### src/hsl_pkg.sv
// Shared types, character codes and verdict codes for the HTTP status-line checker.
package hsl_pkg;

   typedef logic [7:0] byte_type;
   typedef logic [1:0] outcome_type;
   typedef logic [9:0] code_type;
   typedef logic [2:0] phase_type;
   typedef logic [1:0] count_type;
   typedef logic [1:0] progress_type;

   // parse phases
   localparam phase_type PHASE_SEEK   = 3'd0;
   localparam phase_type PHASE_SKIP   = 3'd1;
   localparam phase_type PHASE_DIGITS = 3'd2;
   localparam phase_type PHASE_GOOD   = 3'd3;
   localparam phase_type PHASE_BAD    = 3'd4;

   // terminator match progress
   localparam progress_type PROG_NONE = 2'd0;
   localparam progress_type PROG_CR   = 2'd1;
   localparam progress_type PROG_CRLF = 2'd2;
   localparam progress_type PROG_CRLFCR = 2'd3;

   localparam byte_type CH_NUL   = 8'h00;
   localparam byte_type CH_LF    = 8'h0A;
   localparam byte_type CH_CR    = 8'h0D;
   localparam byte_type CH_SPACE = 8'h20;
   localparam byte_type CH_ZERO  = 8'h30;
   localparam byte_type CH_NINE  = 8'h39;

   localparam count_type DIGITS_MAX = 2'd3;

   localparam code_type CODE_MIN   = 10'd100;
   localparam code_type CODE_LIMIT = 10'd600;

   localparam outcome_type OUT_INCOMPLETE = 2'd0;
   localparam outcome_type OUT_VALID      = 2'd1;
   localparam outcome_type OUT_MALFORMED  = 2'd2;

   typedef struct packed {
      logic        present;
      outcome_type outcome;
      code_type    status_code;
   } verdict_type;

endpackage

### src/hsl_if.sv
// Handshake channels for response bytes and verdict words.
interface hsl_req_if;
   import hsl_pkg::*;

   logic     valid;
   logic     ready;
   byte_type data_byte;
   logic     first_byte;
   logic     buffer_end;

   modport source (output valid, output data_byte, output first_byte, output buffer_end,
                   input ready);
   modport sink   (input valid, input data_byte, input first_byte, input buffer_end,
                   output ready);
endinterface

interface hsl_rsp_if;
   import hsl_pkg::*;

   logic        valid;
   logic        ready;
   outcome_type outcome;
   code_type    status_code;

   modport source (output valid, output outcome, output status_code, input ready);
   modport sink   (input valid, input outcome, input status_code, output ready);
endinterface

### src/http_status_line_checker_unit.sv
// Path: an accepted byte waits in the input register; as it advances, the parser updates its
//   state and any verdict word for the byte is loaded into the rsp register.
// Throughput: one byte per cycle while rsp is not stalled; the parse state updates as a byte
//   leaves the input register, which refills as it empties; bytes wait only on an rsp stall.
// Stalls on rsp hold the input register only when a verdict word is still unread.
// Reset (synchronous): clears the parse state and empties both registers.
module http_status_line_checker_unit (
   input logic clock,
   input logic reset,
   hsl_req_if.sink   req_chan,
   hsl_rsp_if.source rsp_chan
);
   import hsl_pkg::*;

   logic        in_valid_ff, in_valid_in;
   byte_type    in_byte_ff;
   logic        in_first_ff;
   logic        in_end_ff;
   logic        rsp_valid_ff, rsp_valid_in;
   outcome_type rsp_outcome_ff;
   code_type    rsp_code_ff;

   logic        advance;
   logic        req_take;
   verdict_type verdict;

   assign advance  = in_valid_ff && (!rsp_valid_ff || rsp_chan.ready);
   assign req_chan.ready = !in_valid_ff || advance;
   assign req_take = req_chan.valid && req_chan.ready;

   assign in_valid_in  = req_take ? 1'b1 : (advance ? 1'b0 : in_valid_ff);
   assign rsp_valid_in = (advance && verdict.present) ? 1'b1
                       : (rsp_chan.ready ? 1'b0 : rsp_valid_ff);

   hsl_parser u_parser (
      .clock      (clock),
      .reset      (reset),
      .fire       (advance),
      .data_byte  (in_byte_ff),
      .first_byte (in_first_ff),
      .buffer_end (in_end_ff),
      .verdict    (verdict)
   );

   always_ff @(posedge clock) begin
      if (reset) begin
         in_valid_ff  <= 1'b0;
         rsp_valid_ff <= 1'b0;
      end else begin
         in_valid_ff  <= in_valid_in;
         rsp_valid_ff <= rsp_valid_in;
      end
   end

   always_ff @(posedge clock) begin
      if (req_take) begin
         in_byte_ff  <= req_chan.data_byte;
         in_first_ff <= req_chan.first_byte;
         in_end_ff   <= req_chan.buffer_end;
      end
      if (advance && verdict.present) begin
         rsp_outcome_ff <= verdict.outcome;
         rsp_code_ff    <= verdict.status_code;
      end
   end

   assign rsp_chan.valid       = rsp_valid_ff;
   assign rsp_chan.outcome     = rsp_outcome_ff;
   assign rsp_chan.status_code = rsp_code_ff;

   // a valid verdict always carries a code in range
   a_valid_code: assert property (@(posedge clock) disable iff (reset)
      rsp_valid_ff && (rsp_outcome_ff == OUT_VALID)
         |-> (rsp_code_ff >= CODE_MIN) && (rsp_code_ff < CODE_LIMIT))
      else $error("valid verdict with out-of-range status code");

   a_other_zero: assert property (@(posedge clock) disable iff (reset)
      rsp_valid_ff && (rsp_outcome_ff != OUT_VALID) |-> (rsp_code_ff == '0))
      else $error("non-valid verdict with non-zero status code");

   a_known_outcome: assert property (@(posedge clock) disable iff (reset)
      rsp_valid_ff |-> (rsp_outcome_ff == OUT_INCOMPLETE) || (rsp_outcome_ff == OUT_VALID)
                       || (rsp_outcome_ff == OUT_MALFORMED))
      else $error("verdict outcome code out of range");

   // a held byte stays put until the verdict register frees up
   a_hold_byte: assert property (@(posedge clock) disable iff (reset)
      in_valid_ff && !advance |=> in_valid_ff && $stable(in_byte_ff) && $stable(in_first_ff))
      else $error("input word lost while verdict register stalled");

endmodule

### src/hsl_parser.sv
// Per-byte parse state, terminator match and verdict decision.
module hsl_parser (
   input  logic                 clock,
   input  logic                 reset,
   input  logic                 fire,
   input  hsl_pkg::byte_type    data_byte,
   input  logic                 first_byte,
   input  logic                 buffer_end,
   output hsl_pkg::verdict_type verdict
);
   import hsl_pkg::*;

   phase_type    phase_ff, phase_in;
   count_type    count_ff, count_in;
   code_type     acc_ff, acc_in;
   progress_type prog_ff, prog_in;
   logic         sent_ff, sent_in;

   // state after an optional new-response clear
   phase_type    phase_cur;
   count_type    count_cur;
   code_type     acc_cur;
   progress_type prog_cur;
   logic         sent_cur;

   phase_type    phase_p;
   count_type    count_p;
   code_type     acc_p;
   progress_type prog_p;
   logic         term;
   logic         is_space;
   logic         is_digit;
   logic         take_digits;
   logic [13:0]  mac_wide;
   code_type     acc_mac;
   logic         code_ok;

   assign phase_cur = first_byte ? PHASE_SEEK : phase_ff;
   assign count_cur = first_byte ? '0 : count_ff;
   assign acc_cur   = first_byte ? '0 : acc_ff;
   assign prog_cur  = first_byte ? PROG_NONE : prog_ff;
   assign sent_cur  = first_byte ? 1'b0 : sent_ff;

   assign is_space    = (data_byte == CH_SPACE);
   assign is_digit    = (data_byte >= CH_ZERO) && (data_byte <= CH_NINE);
   assign take_digits = (phase_cur == PHASE_DIGITS) || ((phase_cur == PHASE_SKIP) && !is_space);

   // acc * 10 + digit
   assign mac_wide = 14'({acc_cur, 3'b000}) + 14'({acc_cur, 1'b0})
                   + 14'(data_byte - CH_ZERO);
   assign acc_mac  = mac_wide[9:0];

   always_comb begin
      phase_p = phase_cur;
      count_p = count_cur;
      acc_p   = acc_cur;
      if (phase_cur == PHASE_SEEK) begin
         if (is_space) phase_p = PHASE_SKIP;
      end else if (take_digits) begin
         if (is_digit) begin
            if (count_cur == DIGITS_MAX) begin
               phase_p = PHASE_BAD;
            end else begin
               acc_p   = acc_mac;
               count_p = count_cur + 2'd1;
               phase_p = PHASE_DIGITS;
            end
         end else if (is_space) begin
            phase_p = (count_cur == '0) ? PHASE_BAD : PHASE_GOOD;
         end else begin
            phase_p = PHASE_BAD;
         end
      end
   end

   always_comb begin
      term   = 1'b0;
      prog_p = PROG_NONE;
      case (prog_cur)
         PROG_NONE: begin
            prog_p = (data_byte == CH_CR) ? PROG_CR : PROG_NONE;
         end
         PROG_CR: begin
            if (data_byte == CH_LF)      prog_p = PROG_CRLF;
            else if (data_byte == CH_CR) prog_p = PROG_CR;
         end
         PROG_CRLF: begin
            prog_p = (data_byte == CH_CR) ? PROG_CRLFCR : PROG_NONE;
         end
         default: begin
            if (data_byte == CH_LF) begin
               term = 1'b1;
            end else if (data_byte == CH_CR) begin
               prog_p = PROG_CR;
            end
         end
      endcase
   end

   assign code_ok = (phase_p == PHASE_GOOD) && (acc_p >= CODE_MIN) && (acc_p < CODE_LIMIT);

   always_comb begin
      phase_in = phase_cur;
      count_in = count_cur;
      acc_in   = acc_cur;
      prog_in  = prog_cur;
      sent_in  = sent_cur;
      verdict  = '{present: 1'b0, outcome: OUT_INCOMPLETE, status_code: '0};
      if (!sent_cur) begin
         if (data_byte == CH_NUL) begin
            // end of string: give up on this response
            sent_in         = 1'b1;
            verdict.present = 1'b1;
         end else begin
            phase_in = phase_p;
            count_in = count_p;
            acc_in   = acc_p;
            prog_in  = prog_p;
            if (term) begin
               sent_in         = 1'b1;
               verdict.present = 1'b1;
               if (code_ok) begin
                  verdict.outcome     = OUT_VALID;
                  verdict.status_code = acc_p;
               end else begin
                  verdict.outcome = OUT_MALFORMED;
               end
            end else if (buffer_end) begin
               verdict.present = 1'b1;
            end
         end
      end
   end

   always_ff @(posedge clock) begin
      if (reset) begin
         phase_ff <= PHASE_SEEK;
         count_ff <= '0;
         acc_ff   <= '0;
         prog_ff  <= PROG_NONE;
         sent_ff  <= 1'b0;
      end else if (fire) begin
         phase_ff <= phase_in;
         count_ff <= count_in;
         acc_ff   <= acc_in;
         prog_ff  <= prog_in;
         sent_ff  <= sent_in;
      end
   end

endmodule
### src/flat_wrapper.sv
// flat-port wrapper written by rule: the top's interface ports become plain ports
module http_status_line_checker_unit_flat import hsl_pkg::*;
  (clock, reset, req_chan_valid, req_chan_data_byte, req_chan_first_byte, req_chan_buffer_end, req_chan_ready, rsp_chan_valid, rsp_chan_outcome, rsp_chan_status_code, rsp_chan_ready);
  hsl_req_if req_chan_i ();
  hsl_rsp_if rsp_chan_i ();
  input logic clock;
  input logic reset;
  input wire logic [$bits(req_chan_i.valid)-1:0] req_chan_valid;
  input wire logic [$bits(req_chan_i.data_byte)-1:0] req_chan_data_byte;
  input wire logic [$bits(req_chan_i.first_byte)-1:0] req_chan_first_byte;
  input wire logic [$bits(req_chan_i.buffer_end)-1:0] req_chan_buffer_end;
  output wire logic [$bits(req_chan_i.ready)-1:0] req_chan_ready;
  output wire logic [$bits(rsp_chan_i.valid)-1:0] rsp_chan_valid;
  output wire logic [$bits(rsp_chan_i.outcome)-1:0] rsp_chan_outcome;
  output wire logic [$bits(rsp_chan_i.status_code)-1:0] rsp_chan_status_code;
  input wire logic [$bits(rsp_chan_i.ready)-1:0] rsp_chan_ready;
  assign req_chan_i.valid = req_chan_valid;
  assign req_chan_i.data_byte = req_chan_data_byte;
  assign req_chan_i.first_byte = req_chan_first_byte;
  assign req_chan_i.buffer_end = req_chan_buffer_end;
  assign req_chan_ready = req_chan_i.ready;
  assign rsp_chan_valid = rsp_chan_i.valid;
  assign rsp_chan_outcome = rsp_chan_i.outcome;
  assign rsp_chan_status_code = rsp_chan_i.status_code;
  assign rsp_chan_i.ready = rsp_chan_ready;
  http_status_line_checker_unit u_core (.clock(clock), .reset(reset), .req_chan(req_chan_i), .rsp_chan(rsp_chan_i));
endmodule
### config.mk
export PLATFORM = sky130hd
export DESIGN_NAME = http_status_line_checker_unit_flat
export DESIGN_NICKNAME = d
export VERILOG_FILES = /design/src/hsl_pkg.sv /design/src/hsl_if.sv /design/src/http_status_line_checker_unit.sv /design/src/hsl_parser.sv /design/src/flat_wrapper.sv
export SDC_FILE = /design/constraint.sdc
export NUM_CORES = 1
export LEC_CHECK = 0
export BUFFER_PORTS_ARGS = -buffer_cell sky130_fd_sc_hd__buf_2
export CAP_MARGIN = 40
export CORE_MARGIN = 2
export CORE_UTILIZATION = 55
export CTS_CLUSTER_SIZE = 8
export DETAILED_ROUTE_END_ITERATION = 16
export HOLD_SLACK_MARGIN = 0.03
export PLACE_DENSITY_LB_ADDON = 0.2
export SYNTH_ARGS = -nofsm -noshare
export SYNTH_HDL_FRONTEND = slang
export SYNTH_HIERARCHICAL = 1
export SYNTH_SLANG_ARGS = --single-unit
### constraint.sdc
create_clock -name clock -period 4.96 [get_ports clock]
set_input_delay 0.992 -clock clock [delete_from_list [all_inputs] [get_ports clock]]
set_output_delay 0.992 -clock clock [all_outputs]
set_load 0.005 [all_outputs]
==> results.toml, run 1 <==
[yosys]
synth_seq_area_share_pct = 39.4
synth_fp_nets = 318
synth_warnings = 6
synthArstFlopShare_pct = 0
yosys-top-cells-count = "nor2_1, edfxtp_1, nand2_1"
synth_cell_types = 61
synth_edf_count = 22
synth_most_common_cell = "nor2_1"
synth_seq_cells = 42
synth_top_area_share_pct = 24.5
yosysTopAreaCell = "edfxtp_1"
syn-cell-area_sq_um = 2690
synth_area_leaders = "edfxtp_1, dfxtp_1, ha_1"
syn_avg_cell_area_sq_um = 9.41
synthFlopType = "edfxtp_1"
synth_cells = 286

[hold_path]
hold_class = "reg -> reg"
hold_depth = 2

[power_and_ir_drop]
switching_power_w = 0.000181
power_leakage_nw = 1.20
clkPwrFrac_pct = 33.8
pwr-share-seq_pct = 56.0
internal_power_w = 0.000499
power_frac_comb_pct = 10.1
ir_worst_vdd_mv = 0.204
p_per_area_nw_per_um2 = 230
swShare_pct = 26.6

[critical_path]
required_ns = 5.12
slowest_stage = "edfxtp_1"
end_kind = "flip-flop"
path_max_fanout = 12
start_kind = "flip-flop"
reg2reg_slack_ns = 1.19
r2r_cells = 12
cp.arrival_ns = 3.93
crit_path_max_incr_delay_ns = 0.58
path_class = "reg -> reg"
cp_cell_sequence = "nor2b_1 -> xor2_1 -> ha_1 -> a21o_1 -> ha_1 -> nor2b_1 -> o31ai_1 -> mux2i_1 -> nand2_1 -> o311ai_2 -> nand3_1 -> a21oi_2"

[sta]
fmaxAchievable_mhz = 265
drv_slew = 0
skew_ns = 0.00873
finalSetupViolations = 0
maxSlewHeadroom_pct = 47.8
period_minus_slack_ns = 3.77
min_period_over_period_pct = 76.1
grt_setup_unrepaired = "no"
totalNegativeSetupSlack_ns = 0
hold_viol = 0
worst_pin_slew_ns = 0.774
fin_hold_ws_ns = 0.522

[clock_network]
postCtsSetupBuffers = 0
cts.sinks = 42
cts_buffers = 5
root_buffer = "clkbuf_8"
cts-resized-gates = 0
clk_latency_ns = 0.31
postCtsHoldBufs = 0
cts_tree = "yes"
h-tree-depth = 2
clk_pin_slew_ns = 0.09
cts_buffer_depth = 2

[grt]
grt_pass1_vias = 1995
antenna_found_initial = 0
grt_max_degree = 22
grt_use_met2_pct = 36.1
busiest_layer = "met2"
met3_usage_pct = 4.88
grt_pass1_wl_mm = 9.40
use_met1_pct = 30.6
grt_use_total_pct = 22.8
globalRouteOverflowTotal = 0

[detailed_routing]
drt_iter0_markers = 182
via_count = 2159
route.final.wire_length_mm = 5.58
drtPass1Iterations = 4
wire_per_inst_microns = 14.7
drcViolationCount = 0
antenna_left = 0
via_per_inst = 5.70

[cells_and_area]
drive_above_1_share_pct = 18.9
antenna_cells = 0
nets = 343
area_growth_syn_to_layout_pct = 9.90

[run]
drv_cap = 0

[place]
dp_hpwl_mm = 4.28
port_buffers = 27
finalWeightedCongestion = 0.918

[floorplan]
start_util_pct = 57.0
ios = 28
fp.coreArea_sq_um = 4720
num_rows = 25
die_area_sq_um = 5470
die_w_microns = 74.0
die_h_microns = 74.0

[run_status]
outcome = "finished clean"
## final cells by class
cell class                 instances  area, sq um
sequential                        42         1060
clock buffer                       5         68.8
clock inverter                     3         23.8
fill                             409         1770
tap                               67         83.8
inverter                          15         56.3
timing repair buffer              29          150
multi-input combinational        218         1510
## metal layers
| layer | vias up | wire length [microns] |
|---|---|---|
| met5 | - | 0 |
| met2 | 68 | 2620 |
| met4 | 0 | 108 |
| li1 | 1079 | - |
| met1 | 1001 | 2560 |
| met3 | 11 | 296 |
## worst max-delay path, delay by kind of cell (launching register included)
kind	cells	cell delay, ns
AOI/OAI and AO/OA	4	1.24
xor gates and xnor gates	1	0.14
adders and majority gates	2	0.53
DFF	1	0.58
muxes	1	0.24
and+or+nand+nor	4	0.90
## path summary, 6_finish.rpt
| path | to | from |
|---|---|---|
| max | u_core/rsp_chan.status_code[6] | u_core/in_first_ff |
| min | u_core/u_parser/acc_ff[9] | u_core/u_parser/acc_ff[9] |
| max reg2reg | u_core/rsp_chan.status_code[6] | u_core/in_first_ff |
| min reg2reg | u_core/u_parser/acc_ff[9] | u_core/u_parser/acc_ff[9] |
## cells by family (layout without fill, tap and decap cells)
| group | count (synthesis) | count (layout) | synth area share (%) |
|---|---|---|---|
| AO/OA/AOI/OAI | 74 | 74 | 19.6 |
| XOR/XNOR | 12 | 12 | 3.91 |
| adder cells (fa/ha/maj) | 18 | 18 | 9.48 |
| buffers and inverters | 26 | 52 | 4.32 |
| flip-flops | 42 | 42 | 39.4 |
| multiplexers | 3 | 3 | 1.12 |
| AND/OR/NAND/NOR | 111 | 111 | 22.2 |
## sequential cells by signal, summed over array words and instances, names as in the netlist
name	cells
u_core/rsp_chan.valid	1
u_core/in_first_ff	1
u_core/in_byte_ff	8
u_core/in_valid_ff	1
u_core/u_parser/sent_ff	1
u_core/u_parser/phase_ff	3
u_core/rsp_chan.outcome	2
u_core/u_parser/acc_ff	10
u_core/u_parser/prog_ff	2
u_core/in_end_ff	1
u_core/rsp_chan.status_code	10
u_core/u_parser/count_ff	2
## metrics by stage
stage               std cells  util [%]  instance area, sq um  worst slack (ns)  power [W]
floorplan                 286         -                  2690              1.64   0.000434
global placement          370      60.5                  2860              1.35   0.000455
detailed placement        371      60.7                  2870              1.24   0.000457
CTS                       379      62.6                  2960              1.21   0.000687
global route              379      62.6                  2960             0.844   0.000708
finish                    379      62.6                  2960              1.19   0.000680
## cell usage in the layout (no fill, tap or decap), types with 5 or more instances in the layout
cell,netlist,routed
a21o_1,5,5
a21oi_1,15,15
a21oi_2,6,6
a22oi_1,7,7
and2_1,5,5
buf_2,3,27
clkbuf_8,0,5
dfxtp_1,20,20
edfxtp_1,22,22
ha_1,14,14
inv_1,15,15
nand2_1,21,21
nand3_1,10,10
nor2_1,33,33
nor2b_1,11,11
o21ai_0,10,10
xnor2_1,7,7
xor2_1,5,5
## power by group through the flow
stage	registers, W	clock network [W]	logic (W)
2_1_floorplan	0.000386	0	0.0000482
3_3_place_gp	0.000389	0	0.0000664
3_5_place_dp	0.000389	0	0.0000682
4_1_cts	0.000381	0.000238	0.0000684
5_1_grt	0.000383	0.000249	0.0000768
6_report	0.000381	0.000230	0.0000687
(Power assumes the default switching activity.)
==> run 2: changes to the inputs <==
==> constraint.sdc (replaced) <==
create_clock -name clock -period 3.85 [get_ports clock]
set_input_delay 0.77 -clock clock [delete_from_list [all_inputs] [get_ports clock]]
set_output_delay 0.77 -clock clock [all_outputs]
set_load 0.005 [all_outputs]
==> run 2 against run 1 <==
Fmax increased by 5.4%. Setup slack got worse by 0.92 ns. Cell count increased by 0.53%. Global-route usage increased by 0.31 points. Clock skew increased by 0.0038 ns. Via count increased by 3.5%. Count of clock-buffer cells in the layout increased by 2. Critical endpoint is now u_core/rsp_chan.status_code[5]. Utilization increased by 0.50 points.
==> results.toml, run 2 (synthesis results as in run 1) <==
[run_status]
outcome = "finished clean"

[critical_path]
r2r_cells = 12
crit_end = "u_core/rsp_chan.status_code[5]"
cp.arrival_ns = 3.73
required_ns = 4.00
start_kind = "flip-flop"
path_class = "reg -> reg"
reg2reg_slack_ns = 0.27
startpoint = "u_core/in_byte_ff[5]"
reg2reg_from = "u_core/in_byte_ff[5]"
reg2reg_to = "u_core/rsp_chan.status_code[5]"
path_max_fanout = 7
end_kind = "flip-flop"

[grt]
antenna_found_initial = 0
globalRouteOverflowTotal = 0
grt_use_total_pct = 23.1
grt_pass1_vias = 2050
grt_max_degree = 22
grt_pass1_wl_mm = 9.58

[power_and_ir_drop]
power_leakage_nw = 1.22
p_per_area_nw_per_um2 = 293
ir_worst_vdd_mv = 0.312

[floorplan]
num_rows = 25
start_util_pct = 57.0
die_area_sq_um = 5470
die_h_microns = 74.0
ios = 28
die_w_microns = 74.0
fp.coreArea_sq_um = 4720

[sta]
maxSlewHeadroom_pct = 45.8
hold_viol = 0
fin_ws_ns = 0.269
worst_pin_slew_ns = 0.805
skew_ns = 0.0125
fmaxAchievable_mhz = 279
grt_setup_unrepaired = "no"
totalNegativeSetupSlack_ns = 0
min_period_over_period_pct = 93.0
finalSetupViolations = 0
fin_hold_ws_ns = 0.507
period_minus_slack_ns = 3.58
drv_slew = 0

[cells_and_area]
nets = 345
final_common_cell = "nor2_1"
area_growth_syn_to_layout_pct = 10.8
antenna_cells = 0
drive_above_1_share_pct = 19.1
utilization_pct = 63.1
final_cell_mix = "nor2_1, buf_2, edfxtp_1"
final_cells = 381

[detailed_routing]
antenna_left = 0
route.final.wire_length_mm = 5.68
wire_per_inst_microns = 14.9
drt_iter0_markers = 138
via_per_inst = 5.87
via_count = 2235
drcViolationCount = 0
drtPass1Iterations = 4

[place]
finalWeightedCongestion = 0.913
port_buffers = 27
pre_cts_slack_ns = 0.292
placed_cells = 373
dp_hpwl_mm = 4.27

[clock_network]
clk_pin_slew_ns = 0.08
h-tree-depth = 2
clk_latency_ns = 0.29
cts_buffer_depth = 2
cts.sinks = 42
postCtsHoldBufs = 0
cts_buffers = 5
root_buffer = "clkbuf_8"
cts_tree = "yes"

[hold_path]
hold_class = "reg -> reg"

[run]
drv_cap = 0
## run 2: changes by cell type in the layout (fill, tap and decap cells not counted), sizes merged
| cell | delta |
|---|---|
| inv | -1 |
| clkinv | +1 |
| clkbuf | +2 |
| clkinvlp | -2 |
| buf | +2 |
## run 2: per-stage QoR
stage | cell area (sq um) | total power [W]
after global placement | 2880 | 0.000588
after global routing | 2980 | 0.000901
after CTS | 2970 | 0.000875
after detailed placement | 2880 | 0.000590
final | 2980 | 0.000873
after floorplan | 2690 | 0.000560
## run 2: critical path, cell delays in order (launching register included)
cell and delay (ns):
edfxtp_1 0.49, ha_1 0.30, or3_1 0.42, fa_1 0.56
inv_1 0.04, ha_1 0.30, inv_1 0.11, nor3_1 0.06
a221oi_1 0.22, nand2_1 0.19, o311ai_4 0.43, nand3_1 0.17
a21oi_2 0.15
## run 2: worst min-delay path by stage
| stage | from | end | slack [ns] | cells past startpoint |
|---|---|---|---|---|
| after global placement | u_core/u_parser/sent_ff | u_core/u_parser/sent_ff | 0.47 | 2 |
| after floorplan | u_core/u_parser/sent_ff | u_core/u_parser/sent_ff | 0.46 | 2 |
| after detailed placement | u_core/u_parser/sent_ff | u_core/u_parser/sent_ff | 0.48 | 2 |
| final | u_core/u_parser/sent_ff | u_core/u_parser/sent_ff | 0.51 | 2 |
| after CTS | u_core/u_parser/sent_ff | u_core/u_parser/sent_ff | 0.50 | 2 |
| after global routing | u_core/u_parser/prog_ff[0] | u_core/u_parser/prog_ff[0] | 0.56 | 2 |
## run 2: layer usage
layer  vias to the layer above  routed length, microns  GRT usage [%]
li1                       1087                       -              -
met1                      1047                    2540           31.0
met2                        85                    2640           37.4
met3                        16                     358           4.47
met4                         0                     140           8.48
met5                         -                       0              0
## run 2: area by class of cell
cell class / count / area, sq um
tap: 67 / 83.8
clock buffer: 7 / 86.3
fill: 407 / 1740
multi-input combinational: 218 / 1520
clock inverter: 1 / 5.00
sequential: 42 / 1060
inverter: 15 / 56.3
timing repair buffer: 31 / 165
## run 2: where the power goes
| group | switching, W | internal (W) | leakage [nW] | total, W |
|---|---|---|---|---|
| Clock | 0.000145 | 0.000145 | 0.0482 | 0.000290 |
| Sequential | 0.0000115 | 0.000480 | 0.390 | 0.000491 |
| Combinational | 0.0000567 | 0.0000355 | 0.780 | 0.0000923 |
| Total | 0.000213 | 0.000660 | 1.22 | 0.000873 |
## run 2: timing repair
item | 4_1_cts | 5_1_grt
setup endpoints to repair | 0 | 3
buffers inserted | 0 | 0
gates resized for setup | 0 | 1
==> run 3: changes to the inputs <==
--- a/config.mk
+++ b/config.mk
@@ -8,7 +8,7 @@
 export BUFFER_PORTS_ARGS = -buffer_cell sky130_fd_sc_hd__buf_2
 export CAP_MARGIN = 40
 export CORE_MARGIN = 2
-export CORE_UTILIZATION = 55
+export CORE_UTILIZATION = 59
 export CTS_CLUSTER_SIZE = 8
 export DETAILED_ROUTE_END_ITERATION = 16
 export HOLD_SLACK_MARGIN = 0.03
==> run 3 against run 2 <==
Cell count is 3.7% lower. Clock power shrank 2%. Via count shrank 4.0%. Worst hold slack got worse by 0.011 ns. Sequential power is essentially flat. First-iteration DRC count grew 12%. Die area fell by 6.4%. Critical path type unchanged. Critical endpoint is now u_core/rsp_chan.status_code[2]. Largest cell class unchanged.
==> results.toml, run 3 (synthesis results as in run 1) <==
[sta]
grt_setup_unrepaired = "no"
skew_ns = 0.0116
period_minus_slack_ns = 3.54
finalSetupViolations = 0
drv_slew = 0
worst_pin_slew_ns = 0.837
hold_viol = 0
maxSlewHeadroom_pct = 43.6
fmaxAchievable_mhz = 283
totalNegativeSetupSlack_ns = 0
min_period_over_period_pct = 91.8

[place]
port_buffers = 27
placed_cells = 359
finalWeightedCongestion = 0.919
dp_hpwl_mm = 4.19
placed_area_sq_um = 2870

[clock_network]
root_buffer = "clkbuf_8"
clk_pin_slew_ns = 0.08
cts_buffers = 5
cts.sinks = 42
cts_tree = "yes"
h-tree-depth = 2
postCtsHoldBufs = 0
clk_latency_ns = 0.30
cts_buffer_depth = 2

[cells_and_area]
nets = 346
utilization_pct = 67.7
drive_above_1_share_pct = 19.7
antenna_cells = 0
final_cell_mix = "nor2_1, buf_2, edfxtp_1"
postLayoutCellArea_sq_um = 2970
final_cells = 367
final_common_cell = "nor2_1"
area_growth_syn_to_layout_pct = 10.3

[detailed_routing]
via_per_inst = 5.85
drtPass1Iterations = 5
drt_iter0_markers = 155
via_count = 2146
antenna_left = 0
drcViolationCount = 0
route.final.wire_length_mm = 5.59
wire_per_inst_microns = 15.2

[grt]
grt_use_total_pct = 23.4
globalRouteOverflowTotal = 0
grt_max_degree = 22
antenna_found_initial = 0
grt_pass1_vias = 2031
grt_pass1_wl_mm = 9.34

[floorplan]
die_w_microns = 71.5
num_rows = 24
ios = 28
fp.coreArea_sq_um = 4380
die_area_sq_um = 5120
die_h_microns = 71.5
start_util_pct = 61.4

[power_and_ir_drop]
ir_worst_vdd_mv = 0.248
power_leakage_nw = 1.22
total_power_w = 0.000869
p_per_area_nw_per_um2 = 293

[hold_path]
hold_class = "reg -> reg"

[critical_path]
path_class = "reg -> reg"
end_kind = "flip-flop"
cp.arrival_ns = 3.69
required_ns = 4.01
start_kind = "flip-flop"
path_max_fanout = 7

[run_status]
outcome = "finished clean"

[run]
drv_cap = 0
## run 3: cell count changes in the layout (fill, tap and decap cells not counted), sizes merged
cell      change
clkinvlp      +1
buf           +1
clkinv        +1
clkbuf        -2
## run 3: through the flow
stage          setup WS, ns  hold WS [ns]
2_1_floorplan         0.531         0.457
3_3_place_gp          0.391         0.465
3_5_place_dp          0.265         0.474
4_1_cts               0.237         0.491
5_1_grt              0.0544         0.536
6_report              0.315         0.496
## run 3: worst paths after layout
kind              slack, ns                             end                     from  depth (start not counted)
setup / recovery       0.31  u_core/rsp_chan.status_code[2]     u_core/in_byte_ff[5]                         12
hold / removal         0.50         u_core/u_parser/sent_ff  u_core/u_parser/sent_ff                          2
setup reg to reg       0.31  u_core/rsp_chan.status_code[2]     u_core/in_byte_ff[5]                         12
hold reg to reg        0.50         u_core/u_parser/sent_ff  u_core/u_parser/sent_ff                          2
## run 3: final cells by class
class | instances | area [sq um]
clock buffers | 5 | 68.8
clock inverters | 3 | 21.3
fillers | 334 | 1420
inverters | 15 | 56.3
multi-input cells | 218 | 1520
flip-flops and latches | 42 | 1060
well taps | 52 | 65.1
repair buffers | 32 | 173
## run 3: layer usage
layer  share of wire [%]  GRT usage (%)
met1                  46           30.6
met4                 1.9           8.18
met3                 5.1           6.61
met2                  47           37.4
met5                   0              0
## run 3: critical path, cell delays in order (launching register included)
cell	delay, ns
edfxtp_1	0.47
ha_1	0.29
or3_1	0.39
fa_1	0.55
inv_1	0.04
ha_1	0.30
inv_1	0.11
nor3_1	0.06
a221oi_1	0.23
nand2_1	0.19
o311ai_4	0.46
nand3_1	0.15
a21oi_2	0.16
## run 3: where the power goes
group          leakage [nW]  total [W]  internal [W]  switching (W)
Combinational         0.785  0.0000940     0.0000360      0.0000580
Clock                0.0441   0.000285      0.000127       0.000158
Sequential            0.390   0.000490      0.000479      0.0000104
Total                  1.22   0.000869      0.000643       0.000226
## run 3: what timing repair did
| action | 4_1_cts | 5_1_grt |
|---|---|---|
| resized for setup | 0 | 1 |
| buffers inserted | 0 | 0 |
| endpoints found under the setup margin | 0 | 3 |
